`config.mk`:
```
export PLATFORM = sky130hd
export DESIGN_NAME = rc_ppm_frame_decoder
export DESIGN_NICKNAME = d
export VERILOG_FILES = /design/src/hw/rtl/rcppm_pkg.sv /design/src/hw/rtl/rcppm_front.sv /design/src/hw/rtl/rcppm_learn.sv /design/src/hw/rtl/rcppm_cmd.sv /design/src/hw/rtl/rc_ppm_frame_decoder.sv
export SDC_FILE = /design/constraint.sdc
export NUM_CORES = 1
export LEC_CHECK = 0
export BUFFER_PORTS_ARGS = -buffer_cell sky130_fd_sc_hd__buf_2
export CORE_MARGIN = 3
export CORE_UTILIZATION = 50
export CTS_CLUSTER_DIAMETER = 200
export DETAILED_ROUTE_END_ITERATION = 12
export MAX_ROUTING_LAYER = met4
export PLACE_DENSITY = 0.66
export SLEW_MARGIN = 40
export SYNTH_ARGS = -nofsm -noshare
export SYNTH_HDL_FRONTEND = slang
export SYNTH_SLANG_ARGS = --single-unit
```
`constraint.sdc`:
```
create_clock -name clk -period 6.95 [get_ports clk]
set_input_delay 2.085 -clock clk [delete_from_list [all_inputs] [get_ports clk]]
set_output_delay 2.085 -clock clk [all_outputs]
set_load 0.01 [all_outputs]
```
`src/hw/rtl/rcppm_pkg.sv`:
```
// Shared types and constants for the PPM frame decoder.
`default_nettype none

package rcppm_pkg;

  // Number of centered axes (channels 0, 1 and 3)
  localparam int NUM_AXES = 3;
  localparam int SAMPLES_PER_AXIS = 10;
  localparam int CNT_W = 4;

  // Register reset values
  localparam logic [15:0] TIMER_PERIOD_RESET = 16'd60000;
  localparam logic [15:0] SYNC_THRESHOLD_RESET = 16'd10000;
  localparam logic [15:0] THROTTLE_BOTTOM_RESET = 16'd4000;
  localparam logic [15:0] CENTER_RESET = 16'd6000;

  // x / 10 for x < 2^20 as (x * magic) >> shift
  localparam logic [19:0] DIV10_MAGIC = 20'd838861;
  localparam int DIV10_SHIFT = 23;

  // Command saturation bounds
  localparam logic signed [18:0] CMD_HI = 19'sd65535;
  localparam logic signed [18:0] CMD_LO = -19'sd65535;

  // Configuration register indexes
  typedef enum logic [2:0] {
    REG_TIMER_PERIOD    = 3'd0,
    REG_SYNC_THRESHOLD  = 3'd1,
    REG_THROTTLE_BOTTOM = 3'd2,
    REG_CENTER_AILERON  = 3'd3,
    REG_CENTER_ELEVATOR = 3'd4,
    REG_CENTER_RUDDER   = 3'd5,
    REG_AUTO_CENTER     = 3'd6
  } cfg_reg_t;

  // How the command of a channel is formed
  typedef enum logic [1:0] {
    KIND_NONE,
    KIND_THROTTLE,
    KIND_AXIS,
    KIND_RAW
  } ch_kind_t;

  // Item as it travels down the pipeline after channel assignment
  typedef struct packed {
    logic               sync;
    logic               chan_valid;
    logic [3:0]         chan_idx;
    ch_kind_t           kind;
    logic [1:0]         axis;
    logic               learn;
    logic               tenth;
    logic               calibrated;
    logic signed [17:0] len;
    logic [15:0]        sample;
  } rcppm_item_t;

  // Center register write toward the command stage
  typedef struct packed {
    logic [NUM_AXES-1:0] load;
    logic [15:0]         value;
  } center_wr_t;

endpackage

`default_nettype wire

```
`src/hw/rtl/rcppm_front.sv`:
```
// Front end: stamp difference, wrap fix, sync detect, channel sequencer and calibration counts.
`default_nettype none

module rcppm_front #(
  parameter int MAX_CHANNELS = 8
) (
  input  wire logic                   clk,
  input  wire logic                   rst_n,
  input  wire logic                   in_valid,
  output logic                        in_ready,
  input  wire logic [15:0]            in_capture_time,
  input  wire logic [15:0]            timer_period,
  input  wire logic [15:0]            sync_threshold,
  input  wire logic                   auto_center_enable,
  output logic                        item_valid,
  input  wire logic                   item_ready,
  output rcppm_pkg::rcppm_item_t      item
);
  import rcppm_pkg::*;

  localparam int ChW = $clog2(MAX_CHANNELS + 1);

  logic [15:0]          prev_stamp_r;
  logic                 diff_v_r;
  logic [16:0]          diff_r;
  logic [16:0]          diff_nxt;
  logic                 accept;
  logic                 fire1;

  logic [ChW-1:0]       next_ch_r, next_ch_nxt;
  logic [CNT_W-1:0]     sample_cnt_r [NUM_AXES];
  logic [CNT_W-1:0]     sample_cnt_nxt [NUM_AXES];
  logic [1:0]           axes_done_r, axes_done_nxt;
  logic                 cal_flag_r, cal_flag_nxt;
  logic                 item_v_r;
  rcppm_item_t          item_r;
  rcppm_item_t          it;

  logic signed [17:0]   len;
  logic                 is_sync;

  // Stage 0: raw difference, the borrow bit marks a timer wrap
  assign diff_nxt = {1'b0, in_capture_time} - {1'b0, prev_stamp_r};
  assign fire1    = diff_v_r && (!item_v_r || item_ready);
  assign in_ready = !diff_v_r || fire1;
  assign accept   = in_valid && in_ready;

  always_ff @(posedge clk) begin
    if (!rst_n) begin
      prev_stamp_r <= '0;
      diff_v_r     <= 1'b0;
    end else begin
      if (in_ready) begin
        diff_v_r <= in_valid;
      end
      if (accept) begin
        prev_stamp_r <= in_capture_time;
      end
    end
  end

  always_ff @(posedge clk) begin
    if (accept) begin
      diff_r <= diff_nxt;
    end
  end

  // Stage 1: pulse length and sync compare
  assign len = $signed({diff_r[16], diff_r})
             + $signed({2'b00, (diff_r[16] ? timer_period : 16'd0)});
  assign is_sync = len > $signed({2'b00, sync_threshold});

  // Channel assignment and learning bookkeeping
  always_comb begin
    next_ch_nxt    = next_ch_r;
    sample_cnt_nxt = sample_cnt_r;
    axes_done_nxt  = axes_done_r;
    cal_flag_nxt   = cal_flag_r;
    it             = '0;
    it.kind        = KIND_NONE;
    it.len         = len;
    it.sample      = len[17] ? 16'd0 : len[15:0];

    if (is_sync) begin
      it.sync     = 1'b1;
      next_ch_nxt = '0;
    end else if (next_ch_r < ChW'(MAX_CHANNELS)) begin
      it.chan_valid = 1'b1;
      it.chan_idx   = 4'(next_ch_r);
      next_ch_nxt   = next_ch_r + 1'b1;
      case (next_ch_r)
        ChW'(0): begin
          it.kind = KIND_AXIS;
          it.axis = 2'd0;
        end
        ChW'(1): begin
          it.kind = KIND_AXIS;
          it.axis = 2'd1;
        end
        ChW'(2): it.kind = KIND_THROTTLE;
        ChW'(3): begin
          it.kind = KIND_AXIS;
          it.axis = 2'd2;
        end
        default: it.kind = KIND_RAW;
      endcase
    end

    // Learn while enabled, not yet calibrated and the axis has room
    if (it.kind == KIND_AXIS && auto_center_enable && !cal_flag_r
        && sample_cnt_r[it.axis] < CNT_W'(SAMPLES_PER_AXIS)) begin
      it.learn = 1'b1;
      sample_cnt_nxt[it.axis] = sample_cnt_r[it.axis] + 1'b1;
      if (sample_cnt_r[it.axis] == CNT_W'(SAMPLES_PER_AXIS - 1)) begin
        it.tenth = 1'b1;
        if (axes_done_r != 2'(NUM_AXES)) begin
          axes_done_nxt = axes_done_r + 1'b1;
        end
        if (axes_done_nxt == 2'(NUM_AXES)) begin
          cal_flag_nxt = 1'b1;
        end
      end
    end

    it.calibrated = cal_flag_nxt || !auto_center_enable;
  end

  always_ff @(posedge clk) begin
    if (!rst_n) begin
      next_ch_r   <= '0;
      axes_done_r <= '0;
      cal_flag_r  <= 1'b0;
      item_v_r    <= 1'b0;
      for (int i = 0; i < NUM_AXES; i++) begin
        sample_cnt_r[i] <= '0;
      end
    end else begin
      if (!item_v_r || item_ready) begin
        item_v_r <= diff_v_r;
      end
      if (fire1) begin
        next_ch_r    <= next_ch_nxt;
        axes_done_r  <= axes_done_nxt;
        cal_flag_r   <= cal_flag_nxt;
        sample_cnt_r <= sample_cnt_nxt;
      end
    end
  end

  always_ff @(posedge clk) begin
    if (fire1) begin
      item_r <= it;
    end
  end

  assign item_valid = item_v_r;
  assign item       = item_r;

endmodule

`default_nettype wire

```
`src/hw/rtl/rcppm_learn.sv`:
```
// Center learning: per-axis accumulators and the divide by ten.
`default_nettype none

module rcppm_learn (
  input  wire logic                   clk,
  input  wire logic                   rst_n,
  input  wire logic                   item_valid,
  output logic                        item_ready,
  input  wire rcppm_pkg::rcppm_item_t item,
  output logic                        res_valid,
  input  wire logic                   res_ready,
  output rcppm_pkg::rcppm_item_t      res_item,
  output logic [15:0]                 res_quot
);
  import rcppm_pkg::*;

  logic [19:0]  acc_r [NUM_AXES];
  logic [19:0]  acc_sum;
  logic         s3_v_r, s4_v_r;
  rcppm_item_t  s3_item_r, s4_item_r;
  logic [19:0]  s3_sum_r;
  logic [15:0]  s4_quot_r;
  logic [39:0]  prod;
  logic         rdy3, rdy4, fire2, fire3;

  // Backpressure through the two stages
  assign rdy4       = !s4_v_r || res_ready;
  assign rdy3       = !s3_v_r || rdy4;
  assign item_ready = rdy3;
  assign fire2      = item_valid && rdy3;
  assign fire3      = s3_v_r && rdy4;

  // Stage 2: accumulate the clamped sample
  assign acc_sum = acc_r[item.axis] + {4'b0000, item.sample};

  always_ff @(posedge clk) begin
    if (!rst_n) begin
      s3_v_r <= 1'b0;
      s4_v_r <= 1'b0;
      for (int i = 0; i < NUM_AXES; i++) begin
        acc_r[i] <= '0;
      end
    end else begin
      if (rdy3) begin
        s3_v_r <= item_valid;
      end
      if (rdy4) begin
        s4_v_r <= s3_v_r;
      end
      if (fire2 && item.learn) begin
        acc_r[item.axis] <= acc_sum;
      end
    end
  end

  // Stage 3: truncating divide by ten via reciprocal multiply
  assign prod = 40'(s3_sum_r) * 40'(DIV10_MAGIC);

  always_ff @(posedge clk) begin
    if (fire2) begin
      s3_item_r <= item;
      s3_sum_r  <= acc_sum;
    end
    if (fire3) begin
      s4_item_r <= s3_item_r;
      s4_quot_r <= prod[DIV10_SHIFT +: 16];
    end
  end

  assign res_valid = s4_v_r;
  assign res_item  = s4_item_r;
  assign res_quot  = s4_quot_r;

endmodule

`default_nettype wire

```
`src/hw/rtl/rcppm_cmd.sv`:
```
// Command stage: learned centers, offset/center subtract, saturation and output register.
`default_nettype none

module rcppm_cmd (
  input  wire logic                   clk,
  input  wire logic                   rst_n,
  input  wire logic                   item_valid,
  output logic                        item_ready,
  input  wire rcppm_pkg::rcppm_item_t item,
  input  wire logic [15:0]            quot,
  input  wire logic [15:0]            throttle_bottom,
  input  wire rcppm_pkg::center_wr_t  center_wr,
  output logic                        out_valid,
  input  wire logic                   out_ready,
  output logic                        out_frame_sync,
  output logic                        out_channel_valid,
  output logic [3:0]                  out_channel_index,
  output logic signed [16:0]          out_command,
  output logic                        out_calibrated
);
  import rcppm_pkg::*;

  logic [15:0]          center_r [NUM_AXES];
  logic [15:0]          center_sel;
  logic [15:0]          operand;
  logic signed [18:0]   diff;
  logic signed [16:0]   cmd;
  logic                 fire;

  logic                 out_valid_r;
  logic                 frame_sync_r;
  logic                 channel_valid_r;
  logic [3:0]           channel_index_r;
  logic signed [16:0]   command_r;
  logic                 calibrated_r;

  assign item_ready = !out_valid_r || out_ready;
  assign fire       = item_valid && item_ready;

  // The tenth sample of an axis already uses its new center
  assign center_sel = item.tenth ? quot : center_r[item.axis];

  always_comb begin
    case (item.kind)
      KIND_THROTTLE: operand = throttle_bottom;
      KIND_AXIS:     operand = center_sel;
      default:       operand = 16'd0;
    endcase
  end

  assign diff = $signed({item.len[17], item.len}) - $signed({3'b000, operand});

  // Command shaping per channel kind
  always_comb begin
    case (item.kind)
      KIND_THROTTLE: begin
        cmd = (!diff[18] && diff != '0) ? diff[16:0] : 17'sd0;
      end
      KIND_AXIS: begin
        if (diff > CMD_HI) begin
          cmd = 17'(CMD_HI);
        end else if (diff < CMD_LO) begin
          cmd = 17'(CMD_LO);
        end else begin
          cmd = diff[16:0];
        end
      end
      KIND_RAW: cmd = item.len[16:0];
      default:  cmd = 17'sd0;
    endcase
  end

  // Learned centers: reset and register writes load, the tenth sample updates
  always_ff @(posedge clk) begin
    if (!rst_n) begin
      for (int i = 0; i < NUM_AXES; i++) begin
        center_r[i] <= CENTER_RESET;
      end
    end else begin
      for (int i = 0; i < NUM_AXES; i++) begin
        if (center_wr.load[i]) begin
          center_r[i] <= center_wr.value;
        end
      end
      if (fire && item.tenth) begin
        center_r[item.axis] <= quot;
      end
    end
  end

  // Output register
  always_ff @(posedge clk) begin
    if (!rst_n) begin
      out_valid_r <= 1'b0;
    end else if (item_ready) begin
      out_valid_r <= item_valid;
    end
  end

  always_ff @(posedge clk) begin
    if (fire) begin
      frame_sync_r    <= item.sync;
      channel_valid_r <= item.chan_valid;
      channel_index_r <= item.chan_idx;
      command_r       <= cmd;
      calibrated_r    <= item.calibrated;
    end
  end

  assign out_valid         = out_valid_r;
  assign out_frame_sync    = frame_sync_r;
  assign out_channel_valid = channel_valid_r;
  assign out_channel_index = channel_index_r;
  assign out_command       = command_r;
  assign out_calibrated    = calibrated_r;

endmodule

`default_nettype wire

```
`src/hw/rtl/rc_ppm_frame_decoder.sv`:
```
// Top level of the PPM frame decoder: configuration registers and pipeline wiring.
//
// Usage: each input item is one 16-bit timer capture stamp taken at a PPM edge
// (in_valid/in_ready). The block measures the pulse length from the previous
// stamp, adding timer_period when the timer wrapped. A length above
// sync_threshold restarts the frame; otherwise the length is assigned to the
// next channel and turned into a command (throttle offset, centered axis, or
// raw). Channels past MAX_CHANNELS give an empty result. Every item gives
// exactly one result item (out_valid/out_ready).
// Throughput: one item per cycle while the receiver takes results; items
// pass five register stages (difference, channel assign, accumulate,
// divide-by-ten multiply, command). Reset (rst_n low at a clock edge)
// restores register defaults, clears the channel counter, the learning
// counts and accumulators, and loads the learned centers from the center
// defaults. Configuration writes (cfg_wen/cfg_index/cfg_wdata) take effect
// at once; the user must make them while idle, the block does not enforce
// it. When the receiver stalls, items keep entering until every stage is
// full; then in_ready drops. No item is lost or repeated.
`default_nettype none

module rc_ppm_frame_decoder #(
  parameter int MAX_CHANNELS = 8
) (
  input  wire logic               clk,
  input  wire logic               rst_n,
  input  wire logic               in_valid,
  output logic                    in_ready,
  input  wire logic [15:0]        in_capture_time,
  output logic                    out_valid,
  input  wire logic               out_ready,
  output logic                    out_frame_sync,
  output logic                    out_channel_valid,
  output logic [3:0]              out_channel_index,
  output logic signed [16:0]      out_command,
  output logic                    out_calibrated,
  input  wire logic               cfg_wen,
  input  wire logic [2:0]         cfg_index,
  input  wire logic [15:0]        cfg_wdata
);
  import rcppm_pkg::*;

  logic [15:0]  timer_period_r;
  logic [15:0]  sync_threshold_r;
  logic [15:0]  throttle_bottom_r;
  logic         auto_center_r;
  center_wr_t   center_wr;

  logic         s2_valid, s2_ready;
  rcppm_item_t  s2_item;
  logic         s4_valid, s4_ready;
  rcppm_item_t  s4_item;
  logic [15:0]  s4_quot;

  // Register write decode
  always_comb begin
    center_wr.load  = '0;
    center_wr.value = cfg_wdata;
    if (cfg_wen) begin
      unique case (cfg_reg_t'(cfg_index))
        REG_CENTER_AILERON:  center_wr.load = 3'b001;
        REG_CENTER_ELEVATOR: center_wr.load = 3'b010;
        REG_CENTER_RUDDER:   center_wr.load = 3'b100;
        default:             center_wr.load = '0;
      endcase
    end
  end

  always_ff @(posedge clk) begin
    if (!rst_n) begin
      timer_period_r    <= TIMER_PERIOD_RESET;
      sync_threshold_r  <= SYNC_THRESHOLD_RESET;
      throttle_bottom_r <= THROTTLE_BOTTOM_RESET;
      auto_center_r     <= 1'b1;
    end else if (cfg_wen) begin
      unique case (cfg_reg_t'(cfg_index))
        REG_TIMER_PERIOD:    timer_period_r    <= cfg_wdata;
        REG_SYNC_THRESHOLD:  sync_threshold_r  <= cfg_wdata;
        REG_THROTTLE_BOTTOM: throttle_bottom_r <= cfg_wdata;
        REG_AUTO_CENTER:     auto_center_r     <= cfg_wdata[0];
        default: ;
      endcase
    end
  end

  rcppm_front #(
    .MAX_CHANNELS (MAX_CHANNELS)
  ) u_front (
    .clk                (clk),
    .rst_n              (rst_n),
    .in_valid           (in_valid),
    .in_ready           (in_ready),
    .in_capture_time    (in_capture_time),
    .timer_period       (timer_period_r),
    .sync_threshold     (sync_threshold_r),
    .auto_center_enable (auto_center_r),
    .item_valid         (s2_valid),
    .item_ready         (s2_ready),
    .item               (s2_item)
  );

  rcppm_learn u_learn (
    .clk        (clk),
    .rst_n      (rst_n),
    .item_valid (s2_valid),
    .item_ready (s2_ready),
    .item       (s2_item),
    .res_valid  (s4_valid),
    .res_ready  (s4_ready),
    .res_item   (s4_item),
    .res_quot   (s4_quot)
  );

  rcppm_cmd u_cmd (
    .clk               (clk),
    .rst_n             (rst_n),
    .item_valid        (s4_valid),
    .item_ready        (s4_ready),
    .item              (s4_item),
    .quot              (s4_quot),
    .throttle_bottom   (throttle_bottom_r),
    .center_wr         (center_wr),
    .out_valid         (out_valid),
    .out_ready         (out_ready),
    .out_frame_sync    (out_frame_sync),
    .out_channel_valid (out_channel_valid),
    .out_channel_index (out_channel_index),
    .out_command       (out_command),
    .out_calibrated    (out_calibrated)
  );

endmodule

`default_nettype wire

```
==> flow_summary.yaml, run 1 <==
critical_path:
  cp.required_ps: 7270
  cp-end-kind: "register"
  critPathKind: "reg -> reg"
  crit_path_max_incr_delay_ps: 570
  crit_family: "adder cells"
  path_buf_inv: 2
  slowest_stage: "fa_1"
  cp.arrival_ps: 6990
  crit_chain: "ha_1 > inv_1 > fa_1 > fa_1 > fa_1 > fa_1 > inv_1 > fa_1 > ha_1 > ha_1 > and3_1 > nand3_1 > o221ai_1 > a221o_1 > a21bo_2 > a21oi_1 > o211ai_1 > a41oi_1 > o21bai_1 > xnor2_1"
  crit_top_cell: "fa_1"
  start_kind: "register"
  crit_fanout: 5
power:
  p_leak_uw: 0.0126
  ir_drop_v: 0.000460
  cellPowerDensity_nw_per_um2: 390
  totalPowerFinal_uw: 11500
route:
  totalWireLength_um: 64200
  wl_met3_um: 3720
  vias_per_cell: 5.57
  routed.top_layer: "met4"
  drc: 0
  avgRoutedWirePerCell_um: 19.8
  dr_total_vias: 18100
  ant_nets: 0
  wl_met2_um: 29000
  m1WireLength_um: 30300
  first_iter_violations: 1337
  first_pass_iters: 6
clocking:
  cts_sinks: 421
  cts_root_buffer: "clkbuf_16"
  htree_levels: 2
  cts_hold_buf: 0
  cts_tree: "done"
  insertion_delay_ps: 580
  cts_buffers: 45
  cts_buffer_depth: 3
  clkSlewWorstSetupHoldPaths_ps: 60
logic_synthesis:
  synth-simple-area-share: 0.105
  synth_seq_cells: 421
  netlist.area_leader.share: 0.369
  synth_enable_flop_cells: 328
  synth_xor_area_frac: 0.0216
  synth_area_um2: 26700
  async_reset_ff_frac: 0
  synth_fa_ha_area_frac: 0.240
  ys_warn_count: 0
  muxShareOfSynthArea: 0.0388
  synth_cells: 2426
  synth_top_area_cell: "edfxtp_1"
  synth_cell_types: 78
  synthFlopType: "edfxtp_1"
  synth_top_family_by_area: "adder cells"
  yosysSeqAreaShare: 0.439
  synth_compound_area_frac: 0.0955
  syn-num-nets: 2892
  synth_area_per_cell_um2: 11.0
  synth_area_leaders: "edfxtp_1 (37%), ha_1 (13%), fa_1 (11%)"
final_layout:
  fin_cells: 3245
  fin_nets: 2986
  final_common_cell: "inv_1"
  synthToLayoutAreaGrowth_pct: 10.5
  drive_gt1_frac: 0.0958
  fillers: 4438
  final_cell_mix: "inv_1 (359), edfxtp_1 (328), ha_1 (283), nand2_1 (254), a21oi_1 (156)"
  num_antenna_cells: 0
timing:
  maxSlewHeadroom: 0.460
  setup_viol: 0
  fmaxAchievable_mhz: 150
  drv_slew: 0
  setup_tns_ps: 0
  grt_setup_unrepaired: "no"
  hold_viol: 0
  fin_skew_ps: 22.7
  fin_crit_sh: 0.959
  fin_crit_ps: 6660
  worst_pin_slew_ps: 807
floorplan:
  die_w_um: 237
  rows: 84
  ios: 66
  die_y_um: 237
  die_area_um2: 56200
  initial_utilization: 0.507
  core_um2: 52700
placed_design:
  place.gp.congestion: 0.926
  dpl.hpwl_um: 49400
  dp.cells: 3157
  io_buffers: 65
global_routing:
  grt_pass1_wl_um: 100000
  grt_max_degree: 51
  grt_pass1_vias: 17900
  grt-ovfl-total: 0
  antenna_found_initial: 0
  track_usage: 0.235
job:
  cap_violations: 0
run_status:
  status: "finished, final reports clean"
min_path:
  hold_class: "reg -> reg"
-- layer usage --
layer,GRT usage,vias up
li1,-,8578
met1,0.342,8879
met2,0.357,514
met3,0.0299,88
met4,0.0506,0
met5,-,-
-- final timing paths --
kind | end | start | slack (ps) | depth (start not counted)
min reg2reg | u_learn.res_item[20]$_DFFE_PP_ | u_learn.s3_item_r[20]$_DFFE_PP_ | 420 | 0
min | u_learn.res_item[20]$_DFFE_PP_ | u_learn.s3_item_r[20]$_DFFE_PP_ | 420 | 0
max | u_learn.res_quot[15]$_DFFE_PP_ | u_learn.s3_sum_r[7]$_DFFE_PP_ | 290 | 20
max reg2reg | u_learn.res_quot[15]$_DFFE_PP_ | u_learn.s3_sum_r[7]$_DFFE_PP_ | 290 | 20
-- cells by family after synthesis --
logic type,Yosys count
XOR/XNOR,66
multiplexers,58
AND/OR/NAND/NOR,614
buffers and inverters,426
adder cells (fa/ha/maj),427
AO/OA/AOI/OAI,413
other,1
flip-flops,421
-- final cells by class --
class                           count  area (µm²)  area share
Timing Repair Buffer              107         641      0.0217
Tap cell                          688         861      0.0292
Clock inverter                     17         226     0.00767
Multi-Input combinational cell   1579       13400       0.455
Clock buffer                       67        1280      0.0435
Sequential cell                   421       11700       0.397
Inverter                          366        1380      0.0467
-- sequential cells by signal (all words and copies together), names as in the netlist, 2 cells and up, named ones only --
signal / cells
u_front.prev_stamp_r: 16
u_cmd.out_channel_index: 4
u_learn.acc_r: 80
u_front.item: 47
u_front.next_ch_r: 4
sync_threshold_r: 16
timer_period_r: 16
u_learn.s3_sum_r: 20
u_learn.res_quot: 16
u_front.sample_cnt_r: 12
u_learn.s3_item_r: 30
u_cmd.center_r: 64
u_front.axes_done_r: 2
u_front.diff_r: 17
throttle_bottom_r: 16
u_learn.res_item: 30
u_cmd.out_command: 17
-- stage by stage --
| step | hold WS (ps) | area (µm²) | utilization | setup slack, ps |
|---|---|---|---|---|
| floorplan | 400 | 26700 | - | 539 |
| global placement | 401 | 28000 | 0.531 | 346 |
| detailed placement | 405 | 28000 | 0.531 | 177 |
| CTS | 416 | 29500 | 0.560 | 186 |
| global route | 423 | 29500 | 0.561 | 14.0 |
| finish | 416 | 29500 | 0.561 | 285 |
-- cell usage after synthesis (11+ instances only) --
cell	count
a21oi_1	157
fa_1	143
nand4_1	14
xor2_1	19
mux4_2	36
nor3_1	28
o211ai_1	13
a211oi_1	12
clkbuf_1	48
inv_1	363
edfxtp_1	328
xnor2_1	47
nor2b_1	27
nand2b_1	12
o21ai_0	97
nand3_1	45
and2_1	32
and3_1	16
a21o_1	33
o22ai_1	11
nor2_1	145
ha_1	283
nand2_1	255
dfxtp_1	93
or3_1	14
mux2i_1	18
-- power breakdown --
part | switching [µW] | internal (µW)
Sequential | 115 | 3110
Clock | 987 | 1470
Combinational | 3280 | 2550
Total | 4380 | 7140
-- timing repair --
action,4_1_cts,5_1_grt
hold endpoints to repair,0,0
gates resized for setup,0,3
endpoints found under the setup margin,0,8
buffers inserted,0,4
(Power assumes the default switching activity.)
==> inputs of run 2 (changes only) <==
==> constraint.sdc (replaced) <==
create_clock -name clk -period 6.7 [get_ports clk]
set_input_delay 2.01 -clock clk [delete_from_list [all_inputs] [get_ports clk]]
set_output_delay 2.01 -clock clk [all_outputs]
set_load 0.01 [all_outputs]
==> flow_summary.yaml, run 2 (synthesis results as in run 1) <==
run_status:
  status: "finished, final reports clean"
critical_path:
  cp-end-kind: "register"
  path_buf_inv: 3
  crit_path_max_incr_delay_ps: 550
  crit_top_cell: "fa_1"
  cp.arrival_ps: 6760
  slowest_stage: "fa_1"
  r2r-start: "u_learn.s3_sum_r[3]$_DFFE_PP_"
  r2r_cells: 21
  crit_fanout: 5
  crit_family: "adder cells"
  rr_endpoint: "u_learn.res_quot[15]$_DFFE_PP_"
  start_kind: "register"
  cp.required_ps: 7000
  crit_chain: "ha_1 > inv_1 > fa_1 > fa_1 > fa_1 > fa_1 > inv_1 > fa_1 > ha_1 > ha_1 > and3_1 > nand3_1 > o221ai_2 > a221o_1 > a21bo_2 > a21oi_1 > buf_4 > o211ai_1 > a41oi_2 > o21bai_1 > xnor2_1"
  r2r_setup_slack_ps: 250
  critPathKind: "reg -> reg"
clocking:
  cts_buffers: 45
  cts_sinks: 421
  cts_hold_buf: 0
  htree_levels: 2
  clkSlewWorstSetupHoldPaths_ps: 60
  cts_tree: "done"
  cts_buffer_depth: 3
  insertion_delay_ps: 570
  cts_root_buffer: "clkbuf_16"
floorplan:
  rows: 84
  die_area_um2: 56200
  initial_utilization: 0.507
  die_y_um: 237
  core_um2: 52700
  ios: 66
  die_w_um: 237
route:
  ant_nets: 0
  drc: 0
  totalWireLength_um: 64300
  dr_total_vias: 18100
  vias_per_cell: 5.51
  first_iter_violations: 1493
  first_pass_iters: 6
  avgRoutedWirePerCell_um: 19.6
timing:
  fin_crit_ps: 6450
  grt_setup_unrepaired: "yes"
  fin_skew_ps: 19.3
  hold_viol: 0
  setup_viol: 0
  maxSlewHeadroom: 0.452
  worst_pin_slew_ps: 816
  fmaxAchievable_mhz: 155
  fin_crit_sh: 0.963
  drv_slew: 0
  hold_ws_ps: 412
global_routing:
  grt-ovfl-total: 0
  antenna_found_initial: 0
  grt_max_degree: 51
  grt_pass1_vias: 18100
  track_usage: 0.236
  grt_pass1_wl_um: 101000
power:
  p_seq_frac: 0.277
  cellPowerDensity_nw_per_um2: 404
  clkPwrFrac: 0.204
  power_frac_comb: 0.519
  p_leak_uw: 0.0127
  p_switching_uw: 4650
  cellInternalPower_uw: 7410
  p_sw_frac: 0.385
  totalPowerFinal_uw: 12100
  ir_drop_v: 0.000476
final_layout:
  final_cell_mix: "inv_1 (357), edfxtp_1 (328), ha_1 (278), nand2_1 (255), a21oi_1 (154)"
  fillers: 4424
  largest_register: "u_learn.acc_r"
  num_antenna_cells: 0
  largest_reg_flops: 80
  regArea_um2: 11700
  synthToLayoutAreaGrowth_pct: 11.7
  drive_gt1_frac: 0.113
  fin_nets: 3023
  final_common_cell: "inv_1"
  multiInputGateArea_um2: 13500
job:
  cap_violations: 0
min_path:
  hold_class: "reg -> reg"
  min-delay-start: "u_learn.s3_item_r[40]$_DFFE_PP_"
  hold_depth: 0
  holdPathEnd: "u_learn.res_item[40]$_DFFE_PP_"
placed_design:
  dpl.hpwl_um: 49600
  place.gp.congestion: 0.935
  io_buffers: 65
[run 2: cell types whose count changed in the layout (fill, tap and decap cells not counted), moves of 3 or more]
cell | before | now
clkbuf_1 | 16 | 8
ha_4 | 0 | 5
bufinv_16 | 5 | 2
ha_1 | 283 | 278
buf_4 | 42 | 79
clkinv_1 | 2 | 10
[run 2: worst reg2reg max path: stages, from the launching register on]
cell and delay, ps:
edfxtp_1 490, ha_1 400, inv_1 80, fa_1 510, fa_1 520, fa_1 530
fa_1 550, inv_1 60, fa_1 470, ha_1 320, ha_1 350, and3_1 210
nand3_1 160, o221ai_2 140, a221o_1 390, a21bo_2 220, a21oi_1 130, buf_4 150
o211ai_1 120, a41oi_2 200, o21bai_1 100, xnor2_1 120
[run 2: worst max-delay path by stage]
stage	slack [ps]	depth (start not counted)	endpoint	start
CTS	9	23	u_learn.res_quot[15]$_DFFE_PP_	u_learn.s3_sum_r[12]$_DFFE_PP_
floorplan	360	7	u_learn.acc_r[0][0]$_SDFFCE_PN0P_	out_ready
global placement	140	23	u_learn.res_quot[15]$_DFFE_PP_	u_learn.s3_sum_r[12]$_DFFE_PP_
global route	-30	23	u_learn.res_quot[15]$_DFFE_PP_	u_learn.s3_sum_r[16]$_DFFE_PP_
finish	250	21	u_learn.res_quot[15]$_DFFE_PP_	u_learn.s3_sum_r[3]$_DFFE_PP_
detailed placement	-20	21	u_learn.res_quot[15]$_DFFE_PP_	u_learn.s3_sum_r[6]$_DFFE_PP_
[run 2: layout make-up]
| class | count | share of cell area |
|---|---|---|
| well taps | 688 | 0.0288 |
| inverters | 366 | 0.0461 |
| clock buffers | 60 | 0.0435 |
| repair buffers | 144 | 0.0308 |
| multi-input cells | 1579 | 0.452 |
| flip-flops and latches | 421 | 0.392 |
| clock inverters | 23 | 0.00595 |
[run 2: per-layer routing]
layer  vias up  global-route usage  part of all wire
met5         -                   -                 0
met4         0              0.0597             0.023
met3        96              0.0388             0.062
met2       509               0.350              0.45
met1      8803               0.341              0.47
li1       8677                   -                 -
[run 2: stage by stage]
step           setup WS (ps)  std cells   util  area [µm²]  setup TNS, ps
2_1_floorplan            364       2426      -       26700              0
3_5_place_dp           -20.3       3172  0.533       28100          -20.3
3_3_place_gp             144       3172  0.533       28100              0
5_1_grt                -33.8       3281  0.567       29800          -69.9
4_1_cts                 8.88       3259  0.562       29600              0
6_report                 246       3281  0.567       29800              0
[run 2: power by group through the flow]
stage	logic [µW]	clock network [µW]	registers (µW)
finish	6260	2460	3340
global route	7140	2630	3360
CTS	6200	2520	3340
detailed placement	6140	0	3400
global placement	5990	0	3390
floorplan	4450	0	3340
[run 2: what timing repair did]
action / CTS / global route
gates cloned: 0 / 0
buffers inserted: 4 / 22
pin swaps: 0 / 6
hold endpoints to repair: 0 / 0
gates resized for setup: 1 / 15
setup endpoints to repair: 3 / 8
